File: config.mk
export PLATFORM = sky130hd
export DESIGN_NAME = lfu_cache_hit_counter
export DESIGN_NICKNAME = d
export VERILOG_FILES = /design/src/hdl/lfu_pkg.sv /design/src/hdl/lfu_victim_sel.sv /design/src/hdl/lfu_cache_hit_counter.sv
export SDC_FILE = /design/constraint.sdc
export NUM_CORES = 1
export LEC_CHECK = 0
export ABC_AREA = 0
export BUFFER_PORTS_ARGS = -buffer_cell sky130_fd_sc_hd__buf_4
export CORE_MARGIN = 2
export CORE_UTILIZATION = 40
export CTS_CLUSTER_SIZE = 12
export DETAILED_ROUTE_END_ITERATION = 10
export GPL_ROUTABILITY_DRIVEN = 1
export PLACE_DENSITY = 0.67
export SETUP_SLACK_MARGIN = 0.2
export SYNTH_ARGS = -nofsm -noshare
export SYNTH_HDL_FRONTEND = slang
export SYNTH_SLANG_ARGS = --single-unit
File: constraint.sdc
create_clock -name clk -period 10.3 [get_ports clk]
set_input_delay 0.515 -clock clk [delete_from_list [all_inputs] [get_ports clk]]
set_output_delay 0.515 -clock clk [all_outputs]
set_load 0.02 [all_outputs]
File: src/hdl/lfu_pkg.sv
// ----------------------------------------------------------------------------
// LFU cache package
// Shared widths, types and limits for the LFU key cache and its victim
// selection logic.
// ----------------------------------------------------------------------------
package lfu_pkg;

  localparam int KEY_W  = 32;
  localparam int CNT_W  = 16;
  localparam int COST_W = 8;
  localparam int TOT_W  = 32;
  localparam int SLOT_W = 3;

  typedef logic [KEY_W-1:0]  key_t;
  typedef logic [CNT_W-1:0]  count_t;
  typedef logic [COST_W-1:0] cost_t;
  typedef logic [TOT_W-1:0]  total_t;
  typedef logic [SLOT_W-1:0] slot_t;

  // Saturation limits
  localparam count_t CNT_MAX = '1;
  localparam total_t TOT_MAX = '1;

endpackage

File: src/hdl/lfu_victim_sel.sv
// ----------------------------------------------------------------------------
// LFU victim selection
// Picks the entry to replace on a miss: the lowest empty entry from index 1
// upward, otherwise the entry with the least use count (lowest index on
// ties), which covers an empty entry 0 as well.
// ----------------------------------------------------------------------------
module lfu_victim_sel
  import lfu_pkg::*;
#(
  parameter int ENTRIES = 8
) (
  input  count_t                       cnt_i [ENTRIES],
  output logic [$clog2(ENTRIES)-1:0]   victim_o
);

  localparam int IDX_W  = $clog2(ENTRIES);
  localparam int LEAVES = 1 << IDX_W;
  localparam int NODES  = 2 * LEAVES - 1;

  // Min tree: one extra bit on the count so padding leaves always lose
  logic [CNT_W:0]   node_cnt [NODES];
  logic [IDX_W-1:0] node_idx [NODES];

  for (genvar l = 0; l < LEAVES; l++) begin : g_leaf
    if (l < ENTRIES) begin : g_real
      assign node_cnt[LEAVES-1+l] = {1'b0, cnt_i[l]};
    end else begin : g_pad
      assign node_cnt[LEAVES-1+l] = {1'b1, {CNT_W{1'b0}}};
    end
    assign node_idx[LEAVES-1+l] = IDX_W'(l);
  end

  // Left child wins ties, so the lower index is kept
  for (genvar n = 0; n < LEAVES - 1; n++) begin : g_node
    logic take_right;
    assign take_right  = node_cnt[2*n+2] < node_cnt[2*n+1];
    assign node_cnt[n] = take_right ? node_cnt[2*n+2] : node_cnt[2*n+1];
    assign node_idx[n] = take_right ? node_idx[2*n+2] : node_idx[2*n+1];
  end

  // Lowest empty entry among index 1 and up
  logic             empty_found;
  logic [IDX_W-1:0] empty_idx;

  always_comb begin
    empty_found = 1'b0;
    empty_idx   = '0;
    for (int i = ENTRIES - 1; i >= 1; i--) begin
      if (cnt_i[i] == '0) begin
        empty_found = 1'b1;
        empty_idx   = IDX_W'(i);
      end
    end
  end

  assign victim_o = empty_found ? empty_idx : node_idx[0];

endmodule

File: src/hdl/lfu_cache_hit_counter.sv
// ----------------------------------------------------------------------------
// LFU cache hit counter
// Fully associative key cache with least-frequently-used replacement and
// saturating cost totals.
// ----------------------------------------------------------------------------
// One request is taken every cycle when the result side keeps up; a
// request leaves the input register once the result register is free.
// A request is captured in an input register, then a single pass of logic
// (key match across all entries, the min-count tree for the victim and the
// saturating total adders) updates the entries and loads the result
// register. That pass is the critical path and grows with ENTRIES as a
// log2-deep compare tree. Entry state updates in the same cycle, so
// back-to-back requests for the same key see each other. The slot field
// carries the low 3 bits of the entry index. Entries are empty after reset;
// no warm-up is needed.
module lfu_cache_hit_counter
  import lfu_pkg::*;
#(
  parameter int ENTRIES = 8
) (
  input  logic              clk,
  input  logic              rst_n,
  input  logic              in_valid,
  output logic              in_ready,
  input  logic signed [31:0] in_key,
  input  logic [7:0]        in_miss_cost,
  output logic              out_valid,
  input  logic              out_ready,
  output logic              out_hit,
  output logic [2:0]        out_slot,
  output logic [31:0]       out_cost_uncached,
  output logic [31:0]       out_cost_cached
);

  localparam int IDX_W = $clog2(ENTRIES);

  // Input register
  logic  s1_valid_r;
  key_t  s1_key_r;
  cost_t s1_cost_r;

  // Entry state and totals
  key_t   key_r     [ENTRIES];
  key_t   key_nxt   [ENTRIES];
  count_t cnt_r     [ENTRIES];
  count_t cnt_nxt   [ENTRIES];
  total_t tot_unc_r, tot_unc_nxt;
  total_t tot_cac_r, tot_cac_nxt;

  // Result register
  logic   out_valid_r;
  logic   out_hit_r;
  slot_t  out_slot_r;
  total_t out_unc_r;
  total_t out_cac_r;

  logic adv;

  // Handshake: the pass fires when the result register is free or draining
  assign adv      = s1_valid_r && (!out_valid_r || out_ready);
  assign in_ready = !s1_valid_r || adv;

  always_ff @(posedge clk) begin
    if (!rst_n) begin
      s1_valid_r <= 1'b0;
    end else if (in_ready) begin
      s1_valid_r <= in_valid;
    end
  end

  always_ff @(posedge clk) begin
    if (in_valid && in_ready) begin
      s1_key_r  <= key_t'(in_key);
      s1_cost_r <= in_miss_cost;
    end
  end

  // Key match against occupied entries, lowest index first
  logic             hit;
  logic [IDX_W-1:0] hit_idx;

  always_comb begin
    hit     = 1'b0;
    hit_idx = '0;
    for (int i = ENTRIES - 1; i >= 0; i--) begin
      if (cnt_r[i] != '0 && key_r[i] == s1_key_r) begin
        hit     = 1'b1;
        hit_idx = IDX_W'(i);
      end
    end
  end

  // Victim for a miss
  logic [IDX_W-1:0] victim;

  lfu_victim_sel #(
    .ENTRIES (ENTRIES)
  ) u_victim (
    .cnt_i    (cnt_r),
    .victim_o (victim)
  );

  // Saturating totals
  logic [TOT_W:0] unc_sum;
  logic [TOT_W:0] cac_sum;
  total_t         unc_sat;
  total_t         cac_sat;

  assign unc_sum = {1'b0, tot_unc_r} + {{(TOT_W+1-COST_W){1'b0}}, s1_cost_r};
  assign cac_sum = {1'b0, tot_cac_r} + {{(TOT_W+1-COST_W){1'b0}}, s1_cost_r};
  assign unc_sat = unc_sum[TOT_W] ? TOT_MAX : unc_sum[TOT_W-1:0];
  assign cac_sat = cac_sum[TOT_W] ? TOT_MAX : cac_sum[TOT_W-1:0];

  logic [IDX_W-1:0] sel_idx;
  assign sel_idx = hit ? hit_idx : victim;

  // Next entry state
  always_comb begin
    key_nxt     = key_r;
    cnt_nxt     = cnt_r;
    tot_unc_nxt = tot_unc_r;
    tot_cac_nxt = tot_cac_r;
    if (adv) begin
      tot_unc_nxt = unc_sat;
      if (hit) begin
        if (cnt_r[hit_idx] != CNT_MAX) begin
          cnt_nxt[hit_idx] = cnt_r[hit_idx] + count_t'(1);
        end
      end else begin
        tot_cac_nxt     = cac_sat;
        key_nxt[victim] = s1_key_r;
        cnt_nxt[victim] = count_t'(1);
      end
    end
  end

  always_ff @(posedge clk) begin
    if (!rst_n) begin
      for (int i = 0; i < ENTRIES; i++) begin
        cnt_r[i] <= '0;
      end
      tot_unc_r <= '0;
      tot_cac_r <= '0;
    end else begin
      cnt_r     <= cnt_nxt;
      tot_unc_r <= tot_unc_nxt;
      tot_cac_r <= tot_cac_nxt;
    end
  end

  // Keys are only read behind a nonzero count
  always_ff @(posedge clk) begin
    key_r <= key_nxt;
  end

  // Result register
  always_ff @(posedge clk) begin
    if (!rst_n) begin
      out_valid_r <= 1'b0;
    end else if (adv) begin
      out_valid_r <= 1'b1;
    end else if (out_ready) begin
      out_valid_r <= 1'b0;
    end
  end

  always_ff @(posedge clk) begin
    if (adv) begin
      out_hit_r  <= hit;
      out_slot_r <= SLOT_W'(sel_idx);
      out_unc_r  <= unc_sat;
      out_cac_r  <= hit ? tot_cac_r : cac_sat;
    end
  end

  assign out_valid         = out_valid_r;
  assign out_hit           = out_hit_r;
  assign out_slot          = out_slot_r;
  assign out_cost_uncached = out_unc_r;
  assign out_cost_cached   = out_cac_r;

endmodule

* Word-level counts from Yosys, hierarchy flattened
Cells that the tools add are included.
Word-level totals: logic and storage cells 153, memory bits (writable) 0, output and inout bits 70, memories kept 0, register bits after elaboration 558, latch bits 0, ROM bits 0, input port bits 44
Cells by class: mux-type cells 63, $mul 0, bitwise logic cells 6, divide/modulo/power cells 0, magnitude comparators 11, reductions and logical operators 34, equal/unequal tests 10, add/sub/neg operators 3, shift-type cells 0
Operators with widths (count):
- 256-bit bitwise mux | 1
- 32-bit equality test | 8
- 128-bit two-way mux | 2
- 16-bit two-way mux | 10
- 128-bit bitwise mux | 1
- 32-bit two-way mux | 4
- 16-bit nonzero test | 8
- 120-bit AND | 1
- 120-bit NOT | 1
- 16-bit zero test | 7
- 16-bit < comparator | 7
- 16-bit demux with 3-bit select | 2
- 32-bit demux with 3-bit select | 1
- 32-bit by 8-bit adder with 33-bit output | 2
- 3-bit two-way mux | 18
- 16-bit binary-select mux with 3-bit select | 1
- 1-bit two-way mux | 21
- 16-bit by 1-bit adder with 16-bit output (second input constant) | 1
- 16-bit != test (second input constant) | 1
- 1-bit logical AND | 12
- 4-bit greater-or-equal comparator (second input constant) | 2
- 4-bit by 1-bit < comparator with 1-bit output (second input constant) | 2
- 3-bit NOT with 4-bit output | 2
- 8-bit OR | 1
- other kinds (7) | 11

* Depth between registers and ports, before layout
depth after elaboration 18, depth in mapped cells 36, gate-level depth less buffers 33

* Cells and area by module
A second synthesis with hierarchy kept.
Second synthesis, totals: cells, all modules 2706, area, all modules 29519.6 µm²
Modules (own cells, without submodules):
- lfu_cache_hit_counter | area each 25476.9 µm², sequential area each 14814.2 µm², instances 1, cells each 2146
- lfu_victim_sel | area each 4042.6 µm², sequential area each 0.0 µm², instances 1, cells each 560

* Worst setup path after synthesis
Ideal clock, no wire load.
path kind register -> register, start register cnt_r[87] (netlist name), end register key_r[32] (netlist name), enable pin, library setup time 421 ps, cell stages (with the launch flop) 33, required time 9879 ps, arrival time 8942 ps, period minus slack after synthesis 9363 ps, buffers on the path 4, slack 937 ps, cell sequence dfxtp_1 > inv_1 > ha_1 > nand2_1 > nor3_1 > a21oi_1 > o21ai_0 > clkbuf_1 > clkbuf_1 > mux2i_1 > inv_1 > ha_1 > a21o_1 > a21o_1 > a21oi_1 > o21ai_0 > nor3_1 > a31o_2 > clkbuf_1 > buf_1 > mux2_2 > ha_1 > a21o_1 > a21o_1 > a21o_1 > a2111oi_0 > o21ai_0 > a31o_2 > o41ai_1 > mux2i_1 > o22ai_1 > nand2_1 > nor2_1
Between the ends: longest elaborated chain between the ends 7
RTL lines:
- start, declared | RTL line lfu_cache_hit_counter.sv:45 | count_t cnt_r [ENTRIES];
- start signal, assigned | RTL line lfu_cache_hit_counter.sv:145 | cnt_r <= cnt_nxt;
- 16-bit nonzero test | RTL line lfu_cache_hit_counter.sv:86 | if (cnt_r[i] != '0 && key_r[i] == s1_key_r) begin
- 1-bit logical AND | RTL line lfu_cache_hit_counter.sv:86
- 1-bit two-way mux (3 in a row) | RTL line lfu_cache_hit_counter.sv:86
- 1-bit NOT (no source line)
- 2-bit AND reduction (no source line)
- end signal, assigned | RTL line lfu_cache_hit_counter.sv:153 | key_r <= key_nxt;
- end, declared | RTL line lfu_cache_hit_counter.sv:43 | key_t key_r [ENTRIES];
Every way passes these cells. A chain may end at the register's enable or synchronous reset.

* Worst setup path in the final report
start register cnt_r[27] (netlist name), end register key_r[181] (netlist name), enable pin
Between the ends: longest elaborated chain between the ends 11
RTL lines (RTL line):
- 16-bit nonzero test | lfu_cache_hit_counter.sv:86
- 1-bit logical AND | lfu_cache_hit_counter.sv:86
- 1-bit two-way mux (7 in a row) | lfu_cache_hit_counter.sv:86
- 1-bit NOT (no source line)
- 2-bit AND reduction (no source line)
Every way passes these cells.

==> impl_metrics.json <==
{
  "arrival_ps": 9880,
  "dieWidth_um": 276.0,
  "comb_power_share_pct": 6.1,
  "utilization_pct": 46.15,
  "clock_skew_ps": 32.19,
  "yosysMostFrequentCell": "edfxtp_1",
  "grt_pass1_wl_um": 141700,
  "seq_area_frac_synth_pct": 50.07,
  "tns_ps": 0,
  "path_depth": 34,
  "synth_edf_count": 364,
  "report.final.slew_viol_count": 0,
  "drt_iter0_markers": 2908,
  "critPathCaptureType": "register",
  "ys_seq_elements": 558,
  "syn_nets": 2996,
  "switching_share_pct": 23.22,
  "fin_ws_ps": 665.8,
  "ys.warnings.count": 0,
  "cap_violations": 0,
  "rows": 99,
  "finalHoldViolations": 0,
  "drc": 6,
  "yosys.area.top_type_share_pct": 36.94,
  "clock_latency_ps": 650,
  "path_class": "register to register",
  "crit_required_ps": 10550,
  "violations": "design-rule violations",
  "cts_setup_buffers": 0,
  "tightestPinTransition_ps": 1156,
  "critPathSlowestCell": "nor2_4",
  "critPathBufInv": 5,
  "root_buffer": "clkbuf_16",
  "rsz0062_at_grt": "no",
  "fin_cells": 3942,
  "wl_um": 96790,
  "cts_hold_buf": 0,
  "die_h_um": 276.0,
  "cts_resized": 0,
  "ioPinCount": 114,
  "die_area_um2": 76160,
  "synth_area_leaders": "edfxtp_1 37%, dfxtp_1 13%, xnor2_1 6.0%, ha_1 5.2%, xor2_1 3.1%",
  "avgRoutedWirePerCell_um": 24.55,
  "gp_congestion": 1.004,
  "area_growth_pct": 13.99,
  "ir_drop_mv": 0.1459,
  "intPower_uw": 3847,
  "yosysTopAreaCell": "edfxtp_1",
  "setup_viol": 0,
  "max_freq_mhz": 103.8,
  "yosys_most_used_dff": "edfxtp_1",
  "cts_buffer_depth": 3,
  "hpwl_um": 69140,
  "synthArstFlopShare_pct": 0,
  "htree_num_levels": 2,
  "start_kind": "register",
  "drtAntennaViolNets": 0,
  "path_max_fanout": 32,
  "powerDensity_nw_per_um2": 148.6,
  "synthCells": 2828,
  "syn_area_um2": 29590,
  "tritoncts": "yes",
  "clk_pin_slew_ps": 60,
  "core-area_um2": 73080,
  "power_frac_seq_pct": 49.6,
  "grtUsageTotal_pct": 24.88,
  "max_slew_margin_pct": 22.56,
  "drive_above_1_share_pct": 11.87,
  "hold_path_class": "input pin to register",
  "dp_slack_ps": 990.6,
  "port_buffers": 113,
  "p_clk_share_pct": 44.3,
  "min_period_over_period_pct": 93.54,
  "drt-pass1-iter-count": 9,
  "cp_top_family": "compound AO/OA/AOI/OAI gates",
  "grt_overflow": 0,
  "avgViaCountPerCell": 6.011,
  "ys_types": 91,
  "switchingPower_uw": 1163,
  "grt_max_degree": 75,
  "nets": 3102,
  "outcome": "finished with violations",
  "cp_common_cell": "a21o_1",
  "leakage_uw": 0.01216,
  "max_stage_delay_ps": 900,
  "vias": 23697,
  "clkSinkCount": 558,
  "hold_depth": 1,
  "synth_common_cells": "364 x edfxtp_1, 227 x nand2_1, 203 x xnor2_1",
  "reg2reg_depth": 34,
  "synth_area_per_cell_um2": 10.46,
  "cts_made_buffers": 61,
  "p_total_uw": 5010,
  "fin_crit_ps": 9634,
  "start_util_pct": 40.49,
  "grt_pass1_vias": 21856,
  "dp.cells": 3830,
  "antenna_found_initial": 0
}
==> metal layers <==
layer / global-route usage (%) / part of all wire (%)
met5: 0 / 0
met2: 37.99 / 44
met4: 10.89 / 4.7
met3: 3.598 / 8.7
met1: 35.17 / 43
==> state kept, by name, summed over array words and instances (netlist names), 3 cells and up <==
| register | cells |
|---|---|
| s1_cost_r | 8 |
| tot_cac_r | 32 |
| out_cost_cached | 32 |
| out_cost_uncached | 32 |
| out_slot | 3 |
| s1_key_r | 32 |
| key_r | 256 |
| cnt_r | 128 |
| tot_unc_r | 32 |
==> power groups by stage <==
stage	combinational (uW)	sequential [uW]	clock (uW)
5_1_grt	331	2490	2330
6_report	306	2490	2220
4_1_cts	305	2490	2250
3_3_place_gp	301	2530	0
3_5_place_dp	304	2530	0
2_1_floorplan	183	2530	0
==> path summary, 6_finish.rpt <==
kind,endpoint,slack [ps],start
worst min-delay path,s1_key_r[9]$_DFFE_PP_,50,in_key[9]
worst max register to register,key_r[181]$_DFFE_PP_,670,cnt_r[27]$_SDFFE_PN0P_
worst min register to register,tot_unc_r[4]$_SDFFE_PN0P_,460,tot_unc_r[4]$_SDFFE_PN0P_
worst max-delay path,key_r[181]$_DFFE_PP_,670,cnt_r[27]$_SDFFE_PN0P_
==> area by class of cell <==
class / instances / area, um2
Tap cell: 959 / 1200
Fill cell: 6753 / 39360
Multi-Input combinational cell: 2001 / 13780
Sequential cell: 558 / 14810
Antenna cell: 1 / 2.502
Inverter: 124 / 469.2
Clock inverter: 22 / 239.0
Clock buffer: 89 / 1795
Timing Repair Buffer: 188 / 1424
==> layout by cell type (no fill, tap or decap), drive strengths merged, types with 13 or more instances in the layout <==
master and n:
a211oi 22, a21o 20, a21oi 177, a22o 32, a311oi 25, a31oi 18, a32o 13, and3 33
and4 17, buf 188, clkbuf 89, clkinv 16, dfxtp 194, edfxtp 364, ha 122, inv 125
mux2 23, mux2i 56, nand2 228, nand3 102, nand4 92, nor2 155, nor2b 26, nor3 56
nor4 92, o21a 17, o21ai 139, o22ai 21, o2bb2ai 26, or3 15, xnor2 203, xor2 105
==> metrics by stage <==
step / instance area, um2 / hold slack, ps
floorplan: 29590 / 440.0
global placement: 31690 / 447.9
detailed placement: 31690 / 454.9
CTS: 33720 / 26.07
global route: 33720 / 29.95
finish: 33730 / 52.34
==> kinds of logic after synthesis <==
group	after synthesis	share of synthesized area, %
flip-flops	558	50.07
adder cells (fa/ha/maj)	124	5.294
XOR/XNOR	308	9.117
AND/OR/NAND/NOR	869	15.02
AO/OA/AOI/OAI	621	13.99
buffers and inverters	269	3.738
multiplexers	79	2.770
No activity file was read; power rests on OpenSTA's default activity.
